<file path="config.mk">
export PLATFORM = sky130hd
export DESIGN_NAME = cdgrs_fifo
export DESIGN_NICKNAME = d
export VERILOG_FILES = /design/src/design/cdgrs_pkg.sv /design/src/design/cdgrs_fifo.sv
export SDC_FILE = /design/constraint.sdc
export NUM_CORES = 1
export LEC_CHECK = 0
export BUFFER_PORTS_ARGS = -buffer_cell sky130_fd_sc_hd__buf_2
export CORE_MARGIN = 2
export CORE_UTILIZATION = 25
export CTS_CLUSTER_DIAMETER = 150
export DETAILED_ROUTE_END_ITERATION = 10
export SLEW_MARGIN = 20
export SYNTH_ARGS = -nofsm -noshare
export SYNTH_HDL_FRONTEND = slang
export SYNTH_SLANG_ARGS = --single-unit
</file>
<file path="constraint.sdc">
create_clock -name clk -period 5.3 [get_ports clk]
set_input_delay 0.265 -clock clk [delete_from_list [all_inputs] [get_ports clk]]
set_output_delay 0.265 -clock clk [all_outputs]
set_load 0.01 [all_outputs]
</file>
<file path="src/design/cdgrs_pkg.sv">
// Shared types, register indexes, op codes and the RGB565 packing function
// for the rectangle scan-out unit. No dependencies.
package cdgrs_pkg;

  localparam int GW = 13;
  localparam int IN_DATA_W = 40;
  localparam int OUT_DATA_W = 40;
  localparam int OFFS_W = 18;
  localparam int PIX_W = 16;
  localparam int OUT_Q_DEPTH = 8;

  localparam logic [1:0] OP_WR_SCREEN = 2'd0;
  localparam logic [1:0] OP_WR_PAL = 2'd1;
  localparam logic [1:0] OP_EMIT = 2'd2;

  localparam logic [2:0] REG_SCROLL_H = 3'd0;
  localparam logic [2:0] REG_SCROLL_V = 3'd1;
  localparam logic [2:0] REG_RECT_LEFT = 3'd2;
  localparam logic [2:0] REG_RECT_TOP = 3'd3;
  localparam logic [2:0] REG_RECT_WIDTH = 3'd4;
  localparam logic [2:0] REG_RECT_HEIGHT = 3'd5;
  localparam logic [2:0] REG_DEST_STRIDE = 3'd6;

  typedef struct packed {
    logic [3:0]        scroll_h;
    logic [3:0]        scroll_v;
    logic signed [9:0] rect_left;
    logic signed [8:0] rect_top;
    logic [8:0]        rect_width;
    logic [7:0]        rect_height;
    logic [9:0]        dest_stride;
  } cfg_t;

  typedef struct packed {
    logic       empty;
    logic       last;
    logic [7:0] row;
    logic [8:0] col;
  } rast_t;

  typedef struct packed {
    logic              last;
    logic              empty;
    logic [OFFS_W-1:0] offset;
    logic [PIX_W-1:0]  pixel;
  } result_t;

  function automatic logic [PIX_W-1:0] to_rgb565(input logic [23:0] rgb);
    return {rgb[23:19], rgb[15:10], rgb[7:3]};
  endfunction

endpackage

</file>
<file path="src/design/cdgrs_fifo.sv">
// Small register-based result queue that decouples the memory pipeline from
// the output handshake. Depends on cdgrs_pkg.
module cdgrs_fifo import cdgrs_pkg::*; #(
  parameter int DEPTH = 8
) (
  input  logic    clk,
  input  logic    rst,
  input  logic    push,
  input  result_t push_data,
  input  logic    pop,
  output logic    valid,
  output result_t head
);

  localparam int AW = $clog2(DEPTH);

  result_t       mem [DEPTH];
  logic [AW-1:0] wr_ptr;
  logic [AW-1:0] rd_ptr;
  logic [AW:0]   count;

  assign valid = (count != '0);
  assign head = mem[rd_ptr];

  always_ff @(posedge clk) begin
    if (push) begin
      mem[wr_ptr] <= push_data;
    end
  end

  always_ff @(posedge clk) begin
    if (rst) begin
      wr_ptr <= '0;
      rd_ptr <= '0;
      count <= '0;
    end else begin
      if (push) begin
        wr_ptr <= (wr_ptr == AW'(DEPTH - 1)) ? '0 : AW'(wr_ptr + 1'b1);
      end
      if (pop) begin
        rd_ptr <= (rd_ptr == AW'(DEPTH - 1)) ? '0 : AW'(rd_ptr + 1'b1);
      end
      case ({push, pop})
        2'b10: count <= count + 1'b1;
        2'b01: count <= count - 1'b1;
        default: count <= count;
      endcase
    end
  end

endmodule

</file>
==> impl_results.md <==
- DRT iter0 DRCs: ~240
- Ports: 77
- Hold Crit Class: in -> reg
- Antenna violations before repair: 3
- Nets: 669
- Final Non-Filler Cells: between 1000 and 1500
- Fin util: a little over 30%
- CP max stage cell: dfxtp_4
- # resized after CTS: 0
- Root Driver: clkbuf_16
- Critical path's largest stage delay: 0.99 ns
- RSZ-0062 raised after global routing: false
- Switching Share: 20.55%
- Clock power share: between 40% and 50%
- Cell count after synthesis: 489
- Mean area per synthesized cell: 23.99 µm²
- Largest net degree at the start of global routing: 73
- Die Y: 220.6 µm
- Crit path buf inv count: 2
- Syn Std Cell Area: 11730 µm²
- Detailed placement HPWL: between 10000 and 15000 µm
- Die X: 220.6 µm
- CP delay by family, top: flip-flops
- Worst-path clk slew: 0.06 ns
- Design Area, Final: 14290 µm²
- Worst-Margin Slew: 1.026 ns
- Die area: just under 50000 µm²
- Crit path time final: about 3.4 ns
- Crit path DAT: around 3.1 ns
- First drt pass iteration count: 4
- Clk Latency, worst-skew pair: 0.56 ns
- CTS Sinks: 301
- Post-CTS Setup Bufs: 0
- Total gr overflow: 0
- Worst reg2reg startpoint: wr_ptr[0]
- Routed WL: 24350 µm
- Total GRT Usage: 9.975%
- Critical Path End Type: primary output
- Worst hold slack: 0.03958 ns
- Hold buffer count at CTS: 37
- CTS Buf Count: 30
- Commonest non-fill, non-tap cell in the layout: edfxtp_1
- Reg2reg end: mem[6][8]
- Part of the power in registers: 51.3%
- DR WL/cell: 19.43 µm
- Gpl congestion: 0.6416
- CP max FO: 52
- Final setup fails: 0
- Vias per inst: 4.223
- Max-cap violations: 0
- Flop-to-flop setup slack: 3.27 ns
- Pleak: 4.701 nW
- CTS tree: built
- Yosys warnings: 0
- Initial Util: between 20% and 30%
- Detail Route Antenna Nets: 0
- Critical Path Source Type: flip-flop
- Min-delay src: push
- Longest Clk Path Bufs: 3
- Worst Clk Skew: around 0.017 ns
- Fraction of layout cells with a size suffix above 1: 27.95%
- Internal: 4.184 mW
- Fmax: between 200 and 300 MHz
- Slew headroom: 31.58%
- Register area share after synthesis: between 70% and 80%
- Hold Path End: wr_ptr[1]
- H-tree lvl count: 1
- Area delta synth->final: 21.82%
- Unique masters post-synth: 25
- Critical path class: reg -> out
- Power Density: 368.6 nW/µm²
- Setup TNS: 0 ns
- Combinational share of power: under 10%
- Placed Instances: 1160
- Post-place instance area: between 10000 and 15000 µm²
- Net switching power: 1.082 mW
- Final period util: 64.22%
- Port bufs: 76
- Detailed-route via count: 5291
- Final hold violation count: 0
- Worst R2R Path Depth: 3
- Worst Path Required: approximately 5 ns
- CP Cell Sequence: buf_4 > mux4_1 > mux2_2 > buf_2
- Remaining DRCs: 0
- Synth Register Bits: 301
- Max Slew Vio Count: 0
- Hold path depth: 3
- Commonest cells after routing, fill and taps aside: edfxtp_1 (288), buf_2 (76), mux4_1 (72)
- Peak VDD IR: ~230 µV
- Vias in the first global route: 5488
- Syn Nets: 536
- CORE AREA: 46460 µm²
- Outcome: completed
- First-pass GRT wire length: 35540 µm
- FP Rows: 79
## cell families (layout without fill, tap and decap cells)
group | Yosys count | after routing | synth area share [%]
compound gates | 8 | 8 | 0.4053
buf+inv | 24 | 179 | 1.301
fa+ha+maj | 7 | 7 | 0.7467
flops | 301 | 301 | 75.95
xor+xnor | 3 | 3 | 0.2241
mux | 114 | 114 | 20.12
simple gates | 32 | 32 | 1.248
other cells | 0 | 2 | 0
## registers in the layout, indices dropped and copies added, names as in the netlist, named ones only
signal / cells
count: 4
mem: 288
rd_ptr: 3
wr_ptr: 3
## Yosys cell counts
master    count  share of area [%]
nor4b_1       1              0.075
dfxtp_1      13                2.2
xor2_1        3               0.22
o41ai_1       1              0.075
inv_1         2              0.064
mux2_2       38                3.6
or3_1         1              0.053
nand2b_1      3               0.16
a41oi_1       1              0.075
nor3_1        4               0.17
clkbuf_1      6               0.19
nor2_1       17               0.54
ha_1          7               0.75
buf_1         6               0.19
o21ai_0       1              0.043
mux4_1       72                 16
clkbuf_2      1              0.043
a21oi_1       5               0.21
mux2i_1       4               0.34
edfxtp_1    288                 74
nor2b_1       1              0.053
or4_1         1              0.064
nand2_1       4               0.13
buf_6         8               0.77
buf_2         1              0.043
## power by group through the flow
stage | Sequential (mW) | Combinational (mW) | Clock (mW)
floorplan | 2.73 | 0.209 | 0
global placement | 2.76 | 0.308 | 0
detailed placement | 2.76 | 0.313 | 0
CTS | 2.71 | 0.338 | 2.30
global route | 2.71 | 0.362 | 2.39
finish | 2.70 | 0.328 | 2.23
## metrics by stage
stage,setup WS (ns),power [mW]
floorplan,1.835,2.935
global placement,2.430,3.064
detailed placement,2.385,3.072
CTS,1.776,5.351
global route,1.722,5.468
finish,1.896,5.267
## metal layers
layer,vias to the layer above,part of all wire (%),global-route usage (%)
li1,2394,-,-
met1,2783,44,12.88
met2,80,49,16.90
met3,32,4.5,2.021
met4,2,2.0,3.089
met5,-,0.053,0
## final cells by class
cell class / count / area [µm²]
antenna: 2 / 5.005
clock buffer: 34 / 787.0
clock inverter: 20 / 262.8
fill: 4497 / 32170
inverter: 2 / 7.507
multi-input combinational: 164 / 2723
sequential: 301 / 8917
tap: 607 / 759.5
timing repair buffer: 123 / 825.8
## worst register-to-register path: stages, from the launching register on
cell      delay [ns]
dfxtp_1         0.33
nand2b_1        0.32
nor2_4          0.45
buf_4           0.53
## worst max path at each step
stage                         start         to  slack, ns  cells after the start
after floorplan           wr_ptr[0]  mem[0][0]       1.84                      2
after global placement    flip-flop   head[30]       2.43                      4
after detailed placement  flip-flop   head[26]       2.39                      4
after CTS                 flip-flop   head[26]       1.78                      4
after global routing      flip-flop   head[27]       1.72                      4
final                     flip-flop   head[26]       1.90                      4
No activity file was read; power rests on OpenSTA's default activity.
