===== src/design/cdgrs_pkg.sv =====
// Shared types, register indexes, op codes and the RGB565 packing function
// for the rectangle scan-out unit. No dependencies.
package cdgrs_pkg;

  localparam int GW = 13;
  localparam int IN_DATA_W = 40;
  localparam int OUT_DATA_W = 40;
  localparam int OFFS_W = 18;
  localparam int PIX_W = 16;
  localparam int OUT_Q_DEPTH = 8;

  localparam logic [1:0] OP_WR_SCREEN = 2'd0;
  localparam logic [1:0] OP_WR_PAL = 2'd1;
  localparam logic [1:0] OP_EMIT = 2'd2;

  localparam logic [2:0] REG_SCROLL_H = 3'd0;
  localparam logic [2:0] REG_SCROLL_V = 3'd1;
  localparam logic [2:0] REG_RECT_LEFT = 3'd2;
  localparam logic [2:0] REG_RECT_TOP = 3'd3;
  localparam logic [2:0] REG_RECT_WIDTH = 3'd4;
  localparam logic [2:0] REG_RECT_HEIGHT = 3'd5;
  localparam logic [2:0] REG_DEST_STRIDE = 3'd6;

  typedef struct packed {
    logic [3:0]        scroll_h;
    logic [3:0]        scroll_v;
    logic signed [9:0] rect_left;
    logic signed [8:0] rect_top;
    logic [8:0]        rect_width;
    logic [7:0]        rect_height;
    logic [9:0]        dest_stride;
  } cfg_t;

  typedef struct packed {
    logic       empty;
    logic       last;
    logic [7:0] row;
    logic [8:0] col;
  } rast_t;

  typedef struct packed {
    logic              last;
    logic              empty;
    logic [OFFS_W-1:0] offset;
    logic [PIX_W-1:0]  pixel;
  } result_t;

  function automatic logic [PIX_W-1:0] to_rgb565(input logic [23:0] rgb);
    return {rgb[23:19], rgb[15:10], rgb[7:3]};
  endfunction

endpackage


===== src/design/cdgrs_raster.sv =====
// Rectangle clipping, raster position counters and screen coordinate
// computation for each emit beat. Depends on cdgrs_pkg.
module cdgrs_raster import cdgrs_pkg::*; #(
  parameter int SCREEN_W = 300,
  parameter int SCREEN_H = 216,
  parameter int VISIBLE_W = 288,
  parameter int VISIBLE_H = 192,
  parameter int TILE_W = 6,
  parameter int TILE_H = 12,
  localparam int SXW = $clog2(SCREEN_W),
  localparam int SYW = $clog2(SCREEN_H)
) (
  input  logic           clk,
  input  logic           rst,
  input  cfg_t           cfg,
  input  logic           step,
  output rast_t          info,
  output logic [SXW-1:0] sx,
  output logic [SYW-1:0] sy
);

  localparam logic signed [GW-1:0] VIS_W = GW'(VISIBLE_W);
  localparam logic signed [GW-1:0] VIS_H = GW'(VISIBLE_H);
  localparam logic signed [GW-1:0] X_MAX = GW'(SCREEN_W - 1);
  localparam logic signed [GW-1:0] Y_MAX = GW'(SCREEN_H - 1);
  localparam logic signed [GW-1:0] TW = GW'(TILE_W);
  localparam logic signed [GW-1:0] TH = GW'(TILE_H);
  localparam logic signed [GW-1:0] ONE = GW'(1);
  localparam logic signed [GW-1:0] ZERO = GW'(0);

  logic [7:0] row;
  logic [8:0] col;
  logic [7:0] row_next;
  logic [8:0] col_next;

  always_comb begin
    logic signed [GW-1:0] x0, y0, w, h, xs, ys, cw, ch, sx_raw, sy_raw;
    logic signed [GW-1:0] row_s, col_s, stride_s;
    logic [4:0] hx, vy;
    logic off, restart, col_end, row_end;
    logic [7:0] cur_row;
    logic [8:0] cur_col;
    x0 = GW'(cfg.rect_left);
    y0 = GW'(cfg.rect_top);
    w = signed'(GW'(cfg.rect_width));
    h = signed'(GW'(cfg.rect_height));
    stride_s = signed'(GW'(cfg.dest_stride));
    if (x0 < ZERO) begin
      cw = w + x0;
      xs = ZERO;
    end else begin
      cw = w;
      xs = x0;
    end
    if (y0 < ZERO) begin
      ch = h + y0;
      ys = ZERO;
    end else begin
      ch = h;
      ys = y0;
    end
    off = (xs >= VIS_W) || (ys >= VIS_H);
    if (xs + cw > VIS_W) begin
      cw = VIS_W - xs;
    end
    if (ys + ch > VIS_H) begin
      ch = VIS_H - ys;
    end
    info.empty = (cfg.rect_width == 9'd0) || (cfg.rect_height == 8'd0) || off ||
                 (cw <= ZERO) || (ch <= ZERO) || (stride_s < cw);

    row_s = signed'(GW'(row));
    col_s = signed'(GW'(col));
    restart = (row_s >= ch) || (col_s >= cw);
    cur_row = restart ? 8'd0 : row;
    cur_col = restart ? 9'd0 : col;

    col_end = signed'(GW'(cur_col)) + ONE >= cw;
    row_end = signed'(GW'(cur_row)) + ONE >= ch;
    info.last = col_end && row_end;
    info.row = cur_row;
    info.col = cur_col;

    if (info.empty) begin
      row_next = 8'd0;
      col_next = 9'd0;
    end else if (!col_end) begin
      row_next = cur_row;
      col_next = 9'(cur_col + 9'd1);
    end else if (!row_end) begin
      row_next = 8'(cur_row + 8'd1);
      col_next = 9'd0;
    end else begin
      row_next = 8'd0;
      col_next = 9'd0;
    end

    hx = ({1'b0, cfg.scroll_h} >= 5'(TILE_W)) ? 5'(TILE_W - 1) : {1'b0, cfg.scroll_h};
    vy = ({1'b0, cfg.scroll_v} >= 5'(TILE_H)) ? 5'(TILE_H - 1) : {1'b0, cfg.scroll_v};
    sx_raw = xs + signed'(GW'(cur_col)) + TW + signed'(GW'(hx));
    sy_raw = ys + signed'(GW'(cur_row)) + TH + signed'(GW'(vy));
    sx = (sx_raw > X_MAX) ? SXW'(SCREEN_W - 1) : SXW'(sx_raw);
    sy = (sy_raw > Y_MAX) ? SYW'(SCREEN_H - 1) : SYW'(sy_raw);
  end

  always_ff @(posedge clk) begin
    if (rst) begin
      row <= 8'd0;
      col <= 9'd0;
    end else if (step) begin
      row <= row_next;
      col <= col_next;
    end
  end

endmodule


===== config.mk =====
export PLATFORM = sky130hd
export DESIGN_NAME = cdgrs_raster
export DESIGN_NICKNAME = d
export VERILOG_FILES = /design/src/design/cdgrs_pkg.sv /design/src/design/cdgrs_raster.sv
export SDC_FILE = /design/constraint.sdc
export NUM_CORES = 1
export LEC_CHECK = 0
export BUFFER_PORTS_ARGS = -buffer_cell sky130_fd_sc_hd__buf_4
export CORE_MARGIN = 2
export CORE_UTILIZATION = 30
export CTS_BUF_LIST = sky130_fd_sc_hd__clkbuf_4 sky130_fd_sc_hd__clkbuf_8 sky130_fd_sc_hd__clkbuf_16
export CTS_CLUSTER_SIZE = 12
export DETAILED_ROUTE_END_ITERATION = 10
export PLACE_DENSITY = 0.52
export SETUP_SLACK_MARGIN = 0.5
export SLEW_MARGIN = 10
export SYNTH_ARGS = -nofsm -noshare
export SYNTH_HDL_FRONTEND = slang
export SYNTH_SLANG_ARGS = --single-unit

===== constraint.sdc =====
create_clock -name clk -period 13.6 [get_ports clk]
set_clock_uncertainty 0.1 [all_clocks]
set_input_delay 1.36 -clock clk [delete_from_list [all_inputs] [get_ports clk]]
set_output_delay 1.36 -clock clk [all_outputs]
set_load 0.05 [all_outputs]

==> metrics.cfg <==
[outcome]
status=finished clean

[power_and_ir_drop]
irDropWorstVdd_v=0.0000359
p_leak_uw=0.00346
intPower_uw=260
pwr-share-comb_pct=79.6
power_density_mw_per_mm2=76.8
p_seq_share_pct=9.1
p_sw_uw=299
p_clk_share_pct=11.3
sw_frac_of_total_pct=53.5

[worst_setup_path]
crit_required_ns=12.14
path_class=in2out
max_stage_delay_ns=0.47
worst_path_max_delay_cell=or2_2
worst-path-buf-inv=3
critPathMaxFanout=12
arrival_ns=10.91
crit_family=compound AO/OA/AOI/OAI gates
endpoint_kind=output pin
cp-start-kind=input pin

[sta]
max_freq_ghz=0.0808
finalMaxSlewViolations=0
slew_headroom_pct=29.7
fin_tns_setup_ns=0
period_needed_ns=12.37
post-route-period-util_pct=91.0
worstMarginPinSlew_ns=1.05
setup_viol=0
hold_violations=0
rsz0062_at_grt=no

[cells_and_area]
drive_above_1_share_pct=18.1
layout.nets=1055
n_fill_cell=2122
antenna_cells=0
seq_area_um2=340
syn_to_final_growth_pct=17.3
final_core_util_pct=35.9
multiInputGateArea_mm2=0.00557

[placement]
gp_congestion=0.892
numPortBuffers=92
dp_hpwl_mm=16.2

[clock_tree]
numCtsBuffers=3
clk_latency_ns=0.26
clk_path_buf_depth=2
clk_pin_slew_worst_paths_ns=0.06
htree_num_levels=1
clk_root_buffer_cell=clkbuf_16
numClockSinks=17
cts_tree=built
hold_buffers=0

[synthesis]
synth_edf_count=0
muxShareOfSynthArea_pct=4.54
synthAdderAreaFrac_pct=28.7
yosysUniqueCellTypes=94
synth-seq-area-share_pct=5.49
syn_nets=968
async_flop_share_pct=0
synthCells=782
ys_ff_latch=17
synth.most_common_cell=ha_1
synth_top_family_by_area=compound AO/OA/AOI/OAI gates
ys_warn_count=0
synth_top_area_share_pct=22.8
synth_xor_area_share_pct=7.07
ys_top_cells_by_area=ha_1 23%, dfxtp_1 5.5%, fa_1 5.2%
yosysTopAreaCell=ha_1
synth_area_per_cell_um2=7.92
synth_compound_area_share_pct=29.3
synthFlopType=dfxtp_1
synthTopCellsByCount=113 x ha_1, 62 x inv_1, 60 x a21oi_1, 55 x nand2_1, 46 x nor2_1
netlist_area_mm2=0.00620
synthSimpleGateAreaFrac_pct=19.7

[die]
start_util_pct=30.6
ioPinCount=93
chipWidth_um=148
die_area_mm2=0.0218
die_h_um=148
rows=52
core_mm2=0.0202

[global_routing]
grt_max_degree=22
antenna_found_initial=0
overflow=0
grt_pass1_wl_mm=30.5
grtUsageTotal_pct=17.0
grt_pass1_vias=5789

[routing]
vias=6036
route.detailed.drc=0
drt_iter0_markers=294
routed_wl_mm=18.8
routed_via_density=5.30
wire_per_inst_um=16.5
ant_nets=0
dr.pass1.iters=5

[job]
max-cap-violations=0

[worst_hold_path]
hp-class=reg2reg

## state kept, by name (all words and copies together), names as in the netlist
signal and count:
row 8, col 9
## cells in the final DEF, fill, tap and decap left out, drive strengths merged, types with 17 or more instances in the layout
cell	count
a21o	21
a21oi	63
and2	18
buf	95
dfxtp	17
ha	113
inv	62
mux2i	18
nand2	56
nor2	47
nor2b	19
nor3	22
o21ai	38
xnor2	30
xor2	20
## routing by layer
layer | wire [um] | track usage, %
met4 | 119 | 2.16
met5 | 0 | 0
met2 | 9010 | 29.3
met3 | 640 | 0.957
met1 | 9000 | 23.9
## through the flow
stage                     std cells  power [uW]  cell area, um^2  setup WS (ns)  hold WS [ns]
after global routing           1138         604             7270          0.549         0.453
after detailed placement       1134         492             7160           1.13         0.418
after floorplan                 782         380             6200           1.27         0.372
after CTS                      1138         557             7240           1.09         0.439
final                          1138         558             7270           1.23         0.452
after global placement         1134         494             7160           1.07         0.419
## kinds of logic after synthesis
kind of cell / after synthesis
flip-flops: 17
other: 1
AND/OR/NAND/NOR: 235
XOR/XNOR: 50
adder cells (fa/ha/maj): 133
AO/OA/AOI/OAI: 244
multiplexers: 27
buffers and inverters: 75
## cell type report
type	count	share of cell area [%]
multi-input cells	690	76.6
well taps	270	4.65
repair buffers	95	9.81
clock buffers	3	1.03
clock inverters	1	0.0688
flip-flops and latches	17	4.68
inverters	62	3.20
## power by group through the flow
stage          registers [uW]  clock network (uW)  logic [uW]
2_1_floorplan            51.7                   0         328
3_3_place_gp             51.9                   0         442
3_5_place_dp             51.9                   0         441
4_1_cts                  50.8                63.6         443
5_1_grt                  50.8                65.8         487
6_report                 50.8                63.1         444
## path summary, 6_finish.rpt
| check | from | end | slack, ns | cells after the start |
|---|---|---|---|---|
| worst min register to register | row[1] | row[1] | 0.45 | 1 |
| worst min-delay path | row[1] | row[1] | 0.45 | 1 |
| worst max-delay path | cfg[13] | info[17] | 1.23 | 45 |
| worst max register to register | row[0] | row[1] | 6.81 | 29 |
## timing repair
| action | 4_1_cts | 5_1_grt |
|---|---|---|
| endpoints found under the setup margin | 0 | 14 |
| gates resized for setup | 0 | 6 |
| buffers inserted | 0 | 0 |
Power figures use the tool's default switching activity.
