`src/design/cdgrs_ram.sv`:
```
// Generic single-port synchronous RAM with a registered read.
// No dependencies.
module cdgrs_ram #(
  parameter int WIDTH = 8,
  parameter int DEPTH = 16
) (
  input  logic                     clk,
  input  logic                     en,
  input  logic                     we,
  input  logic [$clog2(DEPTH)-1:0] addr,
  input  logic [WIDTH-1:0]         wdata,
  output logic [WIDTH-1:0]         rdata
);

  logic [WIDTH-1:0] mem [DEPTH];

  always_ff @(posedge clk) begin
    if (en) begin
      if (we) begin
        mem[addr] <= wdata;
      end else begin
        rdata <= mem[addr];
      end
    end
  end

endmodule

```
`config.mk`:
```
export PLATFORM = sky130hd
export DESIGN_NAME = cdgrs_ram
export DESIGN_NICKNAME = d
export VERILOG_FILES = /design/src/design/cdgrs_ram.sv
export SDC_FILE = /design/constraint.sdc
export NUM_CORES = 1
export LEC_CHECK = 0
export BUFFER_PORTS_ARGS = -buffer_cell sky130_fd_sc_hd__buf_4
export CORE_MARGIN = 5
export CORE_UTILIZATION = 60
export DETAILED_ROUTE_END_ITERATION = 10
export HOLD_SLACK_MARGIN = 0.03
export PLACE_DENSITY = 0.76
export SLEW_MARGIN = 20
export SYNTH_ARGS = -nofsm -noshare
export SYNTH_HDL_FRONTEND = slang
export SYNTH_SLANG_ARGS = --single-unit
```
`constraint.sdc`:
```
create_clock -name clk -period 6.7 [get_ports clk]
set_input_delay 2.01 -clock clk [delete_from_list [all_inputs] [get_ports clk]]
set_output_delay 2.01 -clock clk [all_outputs]
set_load 0.01 [all_outputs]
```
==> results of run 1 <==
## layer usage
metal | GRT usage [%] | up-vias
li1 | - | 1058
met1 | 28.0 | 1269
met2 | 32.7 | 130
met3 | 6.98 | 15
met4 | 5.88 | 0
met5 | 0 | -
## logic make-up after synthesis
family          synth area share [%]
flops                           78.0
simple gates                    3.32
mux                             14.9
compound gates                  2.29
buf+inv                         1.50
## worst min-delay path: cells and delay by family, from the launching register on
kind             cells  cell delay [ns]
flip-flops           1             0.32
multiplexers         1             0.24
AO/OA/AOI/OAI        1             0.07
AND/OR/NAND/NOR      1             0.06
## power breakdown
| group | internal, mW | switching, mW | leakage [nW] |
|---|---|---|---|
| clock | 0.562 | 0.335 | 0.284 |
| combinational | 0.0319 | 0.0482 | 0.487 |
| sequential | 0.950 | 0.00289 | 1.23 |
| total | 1.54 | 0.386 | 2.00 |
## layout by cell type, fill, tap and decap left out
master | Yosys | layout
a22oi_1 | 16 | 16
and2_1 | 1 | 1
buf_4 | 0 | 22
bufinv_16 | 0 | 3
clkbuf_1 | 5 | 1
clkbuf_16 | 0 | 16
clkbuf_8 | 0 | 1
clkinv_1 | 0 | 2
clkinv_2 | 0 | 5
clkinv_4 | 0 | 2
clkinvlp_4 | 0 | 1
edfxtp_1 | 136 | 136
inv_6 | 0 | 1
mux4_1 | 16 | 16
mux4_2 | 16 | 16
nand2_1 | 10 | 10
nand2b_1 | 2 | 2
nand4_1 | 1 | 1
nand4b_1 | 2 | 2
nor2_1 | 13 | 13
nor2b_1 | 3 | 3
nor3_1 | 4 | 1
nor3_2 | 0 | 3
or3_1 | 1 | 1
## flip-flops by register name (all words and copies together) (netlist names)
register and count:
rdata 8, mem 128
## worst min-delay path by stage
stage	from	endpoint	slack, ns	cells after the start
2_1_floorplan	mem[14][0]	rdata[0]	0.71	3
6_report	mem[14][5]	rdata[5]	0.79	3
4_1_cts	mem[14][2]	rdata[2]	0.79	3
3_5_place_dp	mem[6][6]	rdata[6]	0.74	3
3_3_place_gp	mem[15][4]	rdata[4]	0.74	3
5_1_grt	mem[14][5]	rdata[5]	0.82	3
## Yosys cell counts
| cell | instances | share of area (%) |
|---|---|---|
| or3_1 | 1 | 0.12 |
| a22oi_1 | 16 | 2.3 |
| nor2b_1 | 3 | 0.36 |
| mux4_1 | 16 | 8.0 |
| nand2_1 | 10 | 0.72 |
| and2_1 | 1 | 0.12 |
| nor3_1 | 4 | 0.38 |
| edfxtp_1 | 136 | 78 |
| nand2b_1 | 2 | 0.24 |
| nor2_1 | 13 | 0.93 |
| buf_1 | 2 | 0.14 |
| buf_2 | 3 | 0.29 |
| nand4_1 | 1 | 0.12 |
| buf_8 | 1 | 0.29 |
| buf_6 | 2 | 0.43 |
| nand4b_1 | 2 | 0.33 |
| mux4_2 | 16 | 6.9 |
| clkbuf_1 | 5 | 0.36 |
## final cells by class
cell class / count / area (um^2) / share of cell area (%)
Clock buffer: 18 / 418 / 6.91
Clock inverter: 14 / 156 / 2.59
Multi-Input combinational cell: 85 / 1090 / 18.0
Sequential cell: 136 / 4080 / 67.5
Tap cell: 108 / 135 / 2.23
Timing Repair Buffer: 22 / 165 / 2.73
==> out/results.tsv, run 1 <==
stage	metric	value	unit
status	status	completed	
setup_path	startpoint	addr[0]	
power_and_ir_drop	ir_worst_vdd	248	uV
floorplanning	die_w	103	um
placed_design	dp.cells	351	
timing	setup-tns-final	0	ns
clocking	cts_setup_buffers	0	
timing	report.final.hold_viol_count	0	
clocking	clk_path_buf_depth	2	
timing	drv_slew	0	
timing	period_minus_slack	3.54	ns
setup_path	crit_path_cell_trace	buf_4, nand4b_1, nor3_1	
setup_path	cp_slowest_stage_delay	0.85	ns
layout	num-fill-cells	516	
synthesis	synth_seq_cells	136	
layout	fin_area	6050	um^2
setup_path	r2r_setup_slack	5.08	ns
layout	utilization	70.4	%
setup_path	crit_buf_inv	1	
timing	setup_viol	0	
clocking	cts_tree	built	
global_routing	grt-ovfl-total	0	
global_routing	grt_pass1_wl	14900	um
synthesis	yosysWarnings	0	
clocking	hold_buffers	0	
timing	setup_ws	3.16	ns
layout	final_cells	383	
clocking	cts.sinks	136	
route	antenna_left	0	
clocking	cts_resized	0	
setup_path	path_max_fanout	36	
floorplanning	core_area	8590	um^2
power_and_ir_drop	p_per_area	319	nW/um^2
timing	slew_headroom	31.5	%
route	routed-wl-met3	882	um
route	drtIter0Drc	223	
setup_path	r2r_end	rdata[4]	
clocking	cts_root_buf	clkbuf_8	
route	via_count	2472	
clocking	h-tree-depth	4	
synthesis	syn_nets	249	
setup_path	critical_path.endpoint	mem[1][7]	
route	first_pass_iters	6	
synthesis	synth_cells	234	
setup_path	cp.depth	3	
synthesis	syn_avg_cell_area	22.4	um^2
synthesis	ys_seq_area_share	78.0	%
power_and_ir_drop	finalPower	1.93	mW
layout	fin_nets	277	
route	vias_per_cell	6.45	
floorplanning	initial_core_util	60.9	%
global_routing	grt_max_degree	37	
clocking	cts_buffers	17	
clocking	clock_latency	0.51	ns
floorplanning	die_h	103	um
layout	antennaDiodeCount	0	
setup_path	crit_slowest_cell	nor3_1	
floorplanning	ioPinCount	23	
timing	tightest_slew	1.02	ns
setup_path	worstPathRequired	6.83	ns
placed_design	placement.cell_area	5460	um^2
floorplanning	die-area	10700	um^2
timing	rsz0062_at_grt	false	
route	wirelength	10100	um
timing	max_freq	0.283	GHz
setup_path	worst-setup-path-type	input pin to flip-flop	
timing	finalCritPeriodShare	52.8	%
route	maxUsedRoutingLayer	met4	
clocking	path_clk_slew	0.06	ns
global_routing	antenna_found_initial	0	
placed_design	hpwl	5720	um
placed_design	gp_congestion	0.777	
global_routing	grt_pass1_vias	2442	
floorplanning	rows	34	
setup_path	ff2ff_path_depth	3	
setup_path	startpoint_type	input pin	
global_routing	grt_util_all_layers	20.7	%
layout	area_growth	15.5	%
synthesis	synthDistinctLibCells	18	
worst_hold_path	hp-class	flip-flop to flip-flop	
timing	hold_slack	0.785	ns
flow_run	maxCapViolCount	0	
setup_path	end_kind	flip-flop	
synthesis	synth.cell_area	5240	um^2
route	wl_met2	5010	um
setup_path	regToRegStartpoint	mem[1][4]	
placed_design	pre_cts_ws	2.50	ns
placed_design	port_buffers	22	
setup_path	path_delay_family	simple AND/OR/NAND/NOR gates	
route	drc	0	
power_and_ir_drop	leakage	2.00	nW
setup_path	cp.arrival	3.67	ns
route	wirelength_met1	4060	um
timing	fin_skew	0.00526	ns
route	wl_per_cell	26.3	um
layout	drive_gt1_share	25.5	%
(Power assumes the default switching activity.)
==> inputs of run 2 (changes only) <==
==> constraint.sdc (replaced) <==
create_clock -name clk -period 3.6 [get_ports clk]
set_input_delay 1.08 -clock clk [delete_from_list [all_inputs] [get_ports clk]]
set_output_delay 1.08 -clock clk [all_outputs]
set_load 0.01 [all_outputs]
==> run 2 against run 1 <==
Critical path depth grew 1; global-route usage rose by 0.53 points; cell count up 3.9%; critical endpoint is now rdata[5]; wire length up 0.33%; clock power grew 84%; register-to-register slack worse by 3.1 ns; non-clock buffer count rose by 15; first-iteration DRC count decreased by 21%; total power is 85% higher; clock skew up 0.00075 ns.
==> out/results.tsv, run 2 (synthesis results as in run 1) <==
stage	metric	value	unit
status	status	completed	
power_and_ir_drop	switching_share	19.7	%
layout	fin_area	6140	um^2
timing	rsz0062_at_grt	false	
global_routing	grt-ovfl-total	0	
layout	num-fill-cells	519	
clocking	h-tree-depth	4	
route	wirelength	10100	um
clocking	clock_latency	0.52	ns
setup_path	r2r_setup_slack	2.03	ns
placed_design	port_buffers	22	
global_routing	grt_pass1_wl	15300	um
clocking	hold_buffers	0	
power_and_ir_drop	seq_power_share	49.6	%
setup_path	critical_path.endpoint	rdata[5]	
timing	finalCritPeriodShare	66.7	%
layout	fin_nets	292	
power_and_ir_drop	leakage	2.07	nW
setup_path	r2r_end	rdata[5]	
clocking	cts_root_buf	clkbuf_8	
timing	slew_headroom	45.6	%
timing	drv_slew	0	
timing	setup_ws	1.20	ns
setup_path	startpoint	addr[0]	
global_routing	grt_util_all_layers	21.2	%
setup_path	cp.arrival	2.66	ns
setup_path	ff2ff_path_depth	3	
power_and_ir_drop	ir_worst_vdd	414	uV
layout	final_cells	398	
global_routing	grt_pass1_vias	2568	
power_and_ir_drop	p_per_area	582	nW/um^2
clocking	cts_setup_buffers	0	
power_and_ir_drop	pwr-share-comb	4.2	%
timing	report.final.hold_viol_count	0	
clocking	cts_buffers	17	
setup_path	worst-setup-path-type	input pin to flip-flop	
floorplanning	die-area	10700	um^2
layout	drive_gt1_share	27.6	%
route	wl_per_cell	25.3	um
layout	final_common_cell	edfxtp_1	
placed_design	gp_congestion	0.819	
timing	setup_viol	0	
clocking	clk_path_buf_depth	2	
route	first_pass_iters	7	
floorplanning	die_h	103	um
route	antenna_left	0	
power_and_ir_drop	internal-power	2.87	mW
placed_design	dp.cells	366	
clocking	cts.sinks	136	
layout	area_growth	17.3	%
global_routing	antenna_found_initial	0	
layout	largest_reg_flops	128	
setup_path	regToRegStartpoint	mem[9][5]	
route	drtIter0Drc	177	
setup_path	worstPathRequired	3.85	ns
timing	tightest_slew	0.814	ns
flow_run	maxCapViolCount	0	
timing	period_minus_slack	2.40	ns
floorplanning	die_w	103	um
timing	fin_skew	0.00602	ns
placed_design	pre_cts_ws	0.649	ns
layout	biggestRegsByFlops	mem: 128 flops, rdata: 8 flops	
floorplanning	rows	34	
floorplanning	ioPinCount	23	
clocking	path_clk_slew	0.06	ns
global_routing	grt_max_degree	37	
floorplanning	initial_core_util	60.9	%
placed_design	placement.cell_area	5570	um^2
setup_path	path_max_fanout	36	
worst_hold_path	hold_depth	3	
clocking	cts_tree	built	
worst_hold_path	hp-class	flip-flop to flip-flop	
power_and_ir_drop	pwr-share-clk	46.2	%
route	via_count	2487	
floorplanning	core_area	8590	um^2
layout	antennaDiodeCount	0	
timing	setup-tns-final	0	ns
placed_design	hpwl	6070	um
setup_path	startpoint_type	input pin	
clocking	cts_resized	0	
timing	max_freq	0.416	GHz
power_and_ir_drop	p_sw	705	uW
route	vias_per_cell	6.25	
layout	utilization	71.5	%
layout	largest-register	mem	
route	drc	0	
setup_path	end_kind	flip-flop	
layout	final_cell_mix	136 x edfxtp_1, 37 x buf_4	
[run 2: cell count changes in the layout (fill, tap and decap cells not counted)]
cell        change
buf_4          +15
clkbuf_1        -1
nor3_2          -3
clkinv_4        -1
clkinvlp_4      +2
nor3_1          +3
clkinv_1        +3
clkinv_2        -3
[run 2: worst max-delay path: stages]
cell and delay [ns]:
buf_4 0.46, mux4_1 0.66, a22oi_1 0.31, nand2_1 0.10
[run 2: worst min-delay path by stage]
| stage | endpoint | startpoint | slack (ns) |
|---|---|---|---|
| floorplan | rdata[0] | mem[14][0] | 0.71 |
| global placement | rdata[7] | mem[3][7] | 0.75 |
| detailed placement | rdata[6] | mem[8][6] | 0.76 |
| CTS | rdata[7] | mem[2][7] | 0.77 |
| global route | rdata[0] | mem[0][0] | 0.79 |
| finish | rdata[6] | mem[8][6] | 0.77 |
[run 2: final cells by class]
type / count / area, um^2 / share of cell area (%)
repair buffers: 37 / 278 / 4.52
well taps: 108 / 135 / 2.20
multi-input cells: 85 / 1070 / 17.5
clock inverters: 15 / 159 / 2.59
flip-flops and latches: 136 / 4080 / 66.5
clock buffers: 17 / 414 / 6.74
[run 2: power groups by stage]
stage	Clock, mW	Sequential (mW)	Combinational (mW)
finish	1.65	1.77	0.151
global route	1.76	1.77	0.163
CTS	1.67	1.77	0.152
detailed placement	0	1.81	0.151
global placement	0	1.81	0.147
floorplan	0	1.81	0.0848
[run 2: metrics by stage]
step / power (mW) / hold slack (ns)
after floorplan: 1.89 / 0.710
final: 3.57 / 0.769
after detailed placement: 1.96 / 0.755
after CTS: 3.60 / 0.774
after global placement: 1.95 / 0.748
after global routing: 3.69 / 0.791
[run 2: per-layer routing]
metal  wire [um]  part of all wire (%)  GRT usage (%)
met1        4150                    41           30.9
met2        4870                    48           31.1
met3         917                   9.1           7.04
met4         150                   1.5           6.67
met5           0                     0              0
